### src/rtl/vrt_pkg.sv
package vrt_pkg;

    // Walk coordinate: signed, wide enough for the longest walk off the origin
    localparam int CELL_W = 12;

    // Divider operand widths: numerator up to 2^30, divisor up to 2^15
    localparam int DIV_NUM_W = 31;
    localparam int DIV_DEN_W = 16;
    localparam int DIV_CNT_W = 5;

    // Crossing distances: 16 fraction bits, top bit marks an axis never crossed
    localparam int DIST_W = 32;
    localparam int T_W    = DIST_W + 1;

    // Step-length numerator: one cell with 30 fraction bits
    localparam logic [DIV_NUM_W-1:0] DELTA_NUM = 31'h4000_0000;

    // Register reset values
    localparam logic [15:0] MAX_DIST_RST    = 16'd1280;
    localparam logic [7:0]  PLACE_BLOCK_RST = 8'd1;

    // Register select (paddr bit 2)
    localparam logic REG_MAX_DISTANCE = 1'b0;
    localparam logic REG_PLACE_BLOCK  = 1'b1;

    // Item kinds
    localparam logic FUNC_WRITE = 1'b0;
    localparam logic FUNC_RAY   = 1'b1;

    // Hit actions; the fourth code does nothing
    localparam logic [1:0] ACT_NONE   = 2'd0;
    localparam logic [1:0] ACT_REMOVE = 2'd1;
    localparam logic [1:0] ACT_PLACE  = 2'd2;

    // Division kinds within one axis
    localparam logic DIV_KIND_DELTA = 1'b0;
    localparam logic DIV_KIND_FIRST = 1'b1;

    // Last setup division (axis z, first crossing)
    localparam logic [2:0] DIV_IDX_LAST = 3'd5;

    // Axis codes
    localparam logic [1:0] AXIS_X = 2'd0;
    localparam logic [1:0] AXIS_Y = 2'd1;
    localparam logic [1:0] AXIS_Z = 2'd2;

    typedef enum logic [3:0] {
        ST_CLEAR,
        ST_IDLE,
        ST_DIV_ISSUE,
        ST_DIV_WAIT,
        ST_WALK_INIT,
        ST_STEP,
        ST_READ,
        ST_CHECK,
        ST_ACT,
        ST_FINISH
    } state_t;

    typedef struct packed {
        logic                 start;
        logic [DIV_NUM_W-1:0] num;
        logic [DIV_DEN_W-1:0] den;
    } div_req_t;

    typedef struct packed {
        logic                 done;
        logic [DIV_NUM_W-1:0] quot;
    } div_rsp_t;

endpackage

### src/rtl/vrt_div.sv
// Restoring divider, one quotient bit per cycle
module vrt_div (
    input  logic              clk,
    input  logic              rst_n,
    input  vrt_pkg::div_req_t req,
    output vrt_pkg::div_rsp_t rsp
);

    logic                          busy_reg;
    logic                          done_reg;
    logic [vrt_pkg::DIV_CNT_W-1:0] cnt_reg;
    logic [vrt_pkg::DIV_DEN_W-1:0] rem_reg;
    logic [vrt_pkg::DIV_DEN_W-1:0] rem_next;
    logic [vrt_pkg::DIV_NUM_W-1:0] quot_reg;
    logic [vrt_pkg::DIV_DEN_W-1:0] den_reg;
    logic [vrt_pkg::DIV_DEN_W:0]   trial;
    logic                          qbit;

    // Trial subtract of the shifted remainder
    always_comb
    begin
        trial = {rem_reg, quot_reg[vrt_pkg::DIV_NUM_W-1]};
        qbit  = (trial >= {1'b0, den_reg});
        if (qbit)
        begin
            rem_next = vrt_pkg::DIV_DEN_W'(trial - {1'b0, den_reg});
        end
        else
        begin
            rem_next = trial[vrt_pkg::DIV_DEN_W-1:0];
        end
    end

    // Control
    always_ff @(posedge clk or negedge rst_n)
    begin
        if (!rst_n)
        begin
            busy_reg <= 1'b0;
            done_reg <= 1'b0;
            cnt_reg  <= '0;
        end
        else
        begin
            done_reg <= 1'b0;
            if (req.start)
            begin
                busy_reg <= 1'b1;
                cnt_reg  <= '0;
            end
            else if (busy_reg)
            begin
                cnt_reg <= cnt_reg + 1'b1;
                if (cnt_reg == vrt_pkg::DIV_CNT_W'(vrt_pkg::DIV_NUM_W - 1))
                begin
                    busy_reg <= 1'b0;
                    done_reg <= 1'b1;
                end
            end
        end
    end

    // Datapath: numerator shifts out as quotient bits shift in
    always_ff @(posedge clk)
    begin
        if (req.start)
        begin
            rem_reg  <= '0;
            quot_reg <= req.num;
            den_reg  <= req.den;
        end
        else if (busy_reg)
        begin
            rem_reg  <= rem_next;
            quot_reg <= {quot_reg[vrt_pkg::DIV_NUM_W-2:0], qbit};
        end
    end

    assign rsp.done = done_reg;
    assign rsp.quot = quot_reg;

endmodule

### config.mk
export PLATFORM = sky130hd
export DESIGN_NAME = vrt_div
export DESIGN_NICKNAME = d
export VERILOG_FILES = /design/src/rtl/vrt_pkg.sv /design/src/rtl/vrt_div.sv
export SDC_FILE = /design/constraint.sdc
export NUM_CORES = 1
export LEC_CHECK = 0
export ABC_AREA = 1
export BUFFER_PORTS_ARGS = -buffer_cell sky130_fd_sc_hd__buf_2
export CORE_AREA = 2 2 86 88
export DETAILED_ROUTE_END_ITERATION = 8
export DIE_AREA = 0 0 88 90
export GPL_TIMING_DRIVEN = 0
export PLACE_DENSITY_LB_ADDON = 0.25
export SETUP_SLACK_MARGIN = 0.5
export SYNTH_ARGS = -nofsm -noshare
export SYNTH_HDL_FRONTEND = slang
export SYNTH_SLANG_ARGS = --single-unit
### constraint.sdc
create_clock -name clk -period 4.5 [get_ports clk]
set_clock_uncertainty 0.2 [all_clocks]
set_input_delay 0.9 -clock clk [delete_from_list [all_inputs] [get_ports clk]]
set_output_delay 0.9 -clock clk [all_outputs]
set_load 0.05 [all_outputs]
Word-level counts from Yosys, hierarchy flattened
Index checks and enable logic that the tools add are counted.
Operators by class
  $add $sub $neg: 2
  magnitude comparators: 1
  equal/unequal tests: 1
  multiplexer cells: 11
  reductions and logical operators: 1
Operator list (number)
  $mux 31: 2
  $ge 17x16->1: 1
  $mux 16: 1
  $sub 16x16->16: 1
  $mux 5: 2
  $mux 1: 6
  $add 5x1->5 const B: 1
  $eq 5x5->1 const B: 1
  $reduce_bool 2->1: 1
Storage, ports and cells
  register bits: 70
  input bits: 50

Depth between registers and ports, before layout
  depth in word-level cells: 4
  depth in mapped cells: 15
  gate-level depth less buffers: 14

Worst setup path after synthesis
Ideal clock, no wire load.
  path kind: input -> register
  start point: in req[47] (netlist bit)
  end point: reg quot_reg[0] (netlist bit) (enable)
  data arrival time: 1.929 ns
  required time: 3.914 ns
  slack: 1.985 ns
  stages: 3
  buffers on the path: 1
  cells stage by stage: clkbuf_1 > nor2_1 > inv_1
Between the ends
  longest elaborated chain between the ends: 1
RTL lines
  start: declaration: RTL line vrt_div.sv:5  | input vrt_pkg::div_req_t req,
  $reduce_bool 2->1 (no source line)
  end signal: assignment: RTL line vrt_div.sv:69  | quot_reg <= req.num;
  end signal: assignment: RTL line vrt_div.sv:75  | quot_reg <= {quot_reg[vrt_pkg::DIV_NUM_W-2:0], qbit};
  end: declaration: RTL line vrt_div.sv:14  | logic [vrt_pkg::DIV_NUM_W-1:0] quot_reg;
No other way between the ends.
A chain may end at the register's enable or synchronous reset.

Worst setup path in the final report
  start point: in req[47] (netlist bit)
  end point: reg cnt_reg[0] (netlist bit)
Between the ends
  longest elaborated chain between the ends: 1
  elaborated cells on any way between the ends: 2
RTL lines
  $mux 5 / $reduce_bool 2->1 (equally long branches)
  end signal: assignment: RTL line vrt_div.sv:53  | cnt_reg <= cnt_reg + 1'b1;
  end: declaration: RTL line vrt_div.sv:11  | logic [vrt_pkg::DIV_CNT_W-1:0] cnt_reg;
Several ways; a longest one is shown, not always the timed one.

==> impl_metrics.py <==
metrics = {
    "grt": {
        "grt_max_degree": 33,
        "overflow": 0,
        "first_global_vias": 3449,
        "antenna_found_initial": 0,
        "grt_pass1_wl_mm": 15.3,
        "grtUsageTotal": 0.245,
    },
    "timing": {
        "rsz0062_at_grt": "false",
        "layout_min_cycle_time_ps": 3220,
        "tns_ps": 0,
        "slew_violations": 0,
        "slew_headroom": 0.202,
        "final.period_utilization": 0.715,
        "hold_viol": 0,
        "worst_pin_slew_ps": 1200,
        "layout_setup_ws_ps": 1280,
        "fmax_mhz": 311,
        "setup_violations": 0,
    },
    "synthesis": {
        "synth_top_cell_area_share": 0.347,
        "synth_edf_count": 47,
        "synth_top_family_by_area": "simple AND/OR/NAND/NOR gates",
        "yosysTopAreaCell": "edfxtp_1",
        "syn_nets": 574,
        "ys_seq_area_frac": 0.469,
        "netlist_area_sq_um": 4070,
        "ys_top_cells_by_area": "edfxtp_1, nand2_1, dfxtp_1, ha_1, inv_1",
        "synth_simple_gate_area_share": 0.345,
        "synthXorXnorAreaFrac": 0.0129,
        "yosysWarnings": 0,
        "ys_types": 36,
        "synthCells": 505,
        "syn_area_per_cell_sq_um": 8.05,
        "synth.area.mux_share": 0,
        "synthAdderAreaFrac": 0.0603,
        "synth_seq_cells": 70,
        "synth_compound_area_frac": 0.0295,
        "async_flop_share": 0.100,
        "synthFlopType": "edfxtp_1",
    },
    "worst_setup_path": {
        "crit_type": "in -> reg",
        "arrival_ps": 3270,
        "r2r_setup_slack_ps": 1930,
        "crit_path_start_kind": "input pin",
        "required_ps": 4550,
        "end_kind": "register",
        "cp_max_fo": 32,
    },
    "finish": {
        "area_growth_pct": 17.7,
        "largest_reg_flops": 31,
        "drive_above_1_share": 0.218,
        "antennaDiodeCount": 0,
        "layout.nets": 666,
        "nFillCells": 596,
    },
    "floorplan": {
        "start_util": 0.579,
        "coreArea_sq_um": 7020,
        "die_y_microns": 90,
        "ioPinCount": 82,
        "die_w_microns": 88,
        "rows": 31,
        "dieArea_sq_um": 7920,
    },
    "placement": {
        "dp_hpwl_mm": 6.78,
        "gp_congestion": 0.954,
        "placement.setup.worst_slack_ps": 927,
        "port_buffers": 81,
    },
    "clocking": {
        "cts_resized": 0,
        "cts_tree": "yes",
        "cts_max_level": 3,
        "cts.sink_count": 70,
        "numCtsBuffers": 9,
        "cts_setup_buffers": 0,
        "clk_pin_slew_ps": 80,
        "cts-hold-fix-buffers": 0,
        "clock-root-buffer": "clkbuf_8",
        "clk_latency_ps": 350,
        "cts_buffer_depth": 2,
    },
    "detailed_routing": {
        "drtAntennaViolNets": 0,
        "drcViolationCount": 0,
        "via_per_inst": 5.05,
        "wirelength_mm": 9.06,
        "dr.pass1.iters": 5,
        "wl_per_cell_microns": 12.9,
        "met3_length_microns": 660,
        "drt-initial-drc-count": 241,
        "met1_length_mm": 4.00,
        "top_layer_used": "met4",
        "vias": 3537,
        "route.met2.wl_mm": 4.24,
    },
    "job": {
        "cap_violations": 0,
    },
    "status": {
        "outcome": "finished clean",
    },
    "pwr": {
        "leakage_uw": 0.00256,
        "power_density_nw_per_um2": 564,
        "ir_drop_mv": 0.267,
    },
    "worst_hold_path": {
        "hold_path.class": "in -> async",
    },
}
-- cells in the final DEF (no fill, tap or decap), drive strengths merged --
cell type and instances:
a21oi 13, a31oi 1, buf 87, bufinv 1, clkbuf 18, clkinv 5, clkinvlp 1, dfrtp 7
dfxtp 16, edfxtp 47, fa 1, ha 18, inv 64, nand2 238, nand3 29, nand3b 18
nand4 5, nor2 15, nor3 6, o21a 1, o21ai 3, o21bai 1, o31ai 1, xnor2 5
xor2 1
-- final timing paths --
kind                             from    endpoint  cells past startpoint
min reg2reg                rem_reg[2]  rem_reg[2]                      2
min                             rst_n  cnt_reg[4]                      1
min in group clk           rem_reg[2]  rem_reg[2]                      2
max                           req[47]  cnt_reg[0]                      5
max reg2reg                  busy_reg  cnt_reg[0]                      3
max in group asynchronous       rst_n  cnt_reg[3]                      1
-- kinds of logic (layout without fill, tap and decap cells) --
logic type                 after synthesis  after routing
AOI/OAI and AO/OA                       20             20
DFF                                     70             70
and+or+nand+nor                        311            311
adders and majority gates               19             19
xor gates and xnor gates                 6              6
buffers and inverters                   79            176
-- Yosys cell counts (3+ instances only) --
library cell,instances
nand2_1,222
inv_1,60
edfxtp_1,47
nand3_1,25
ha_1,18
nand3b_1,17
dfxtp_1,16
nand2_2,14
a21oi_1,12
nor2_1,11
clkbuf_1,8
dfrtp_1,7
nand4_1,5
nor3_1,5
xnor2_1,5
inv_2,4
nand3_2,4
buf_6,3
nor2_2,3
o21ai_0,3
-- routing by layer --
| layer | vias up | GRT usage |
|---|---|---|
| met3 | 15 | 0.0615 |
| met4 | 0 | 0.0923 |
| li1 | 1786 | - |
| met2 | 123 | 0.396 |
| met5 | - | 0 |
| met1 | 1613 | 0.315 |
-- per-stage QoR --
stage	total power (uW)	hold WS, ps	cells	area [sq um]	utilization
5_1_grt	2900	157	701	4790	0.682
2_1_floorplan	1920	235	505	4070	-
3_5_place_dp	2190	260	685	4600	0.655
3_3_place_gp	2160	258	685	4600	0.655
4_1_cts	2710	151	701	4790	0.682
6_report	2700	166	701	4790	0.682
-- power breakdown --
part,leakage (uW),switching [uW],internal [uW]
clock,0.0000915,248,254
combinational,0.00175,827,489
sequential,0.000719,79.1,805
-- cell type report --
class                      instances  area (sq um)  area share
tap                               99           124      0.0259
inverter                          65           244      0.0510
clock buffer                      10           128      0.0267
timing repair buffer              81           405      0.0847
multi-input combinational        356          1820       0.380
clock inverter                     6          62.6      0.0131
buffer                            14          96.3      0.0201
sequential                        70          1910       0.398
-- critical path, stage by stage --
cell      delay, ps
buf_2           240
clkbuf_1        250
nor2_1          690
inv_1           790
o21ai_0         370
(Power assumes the default switching activity.)
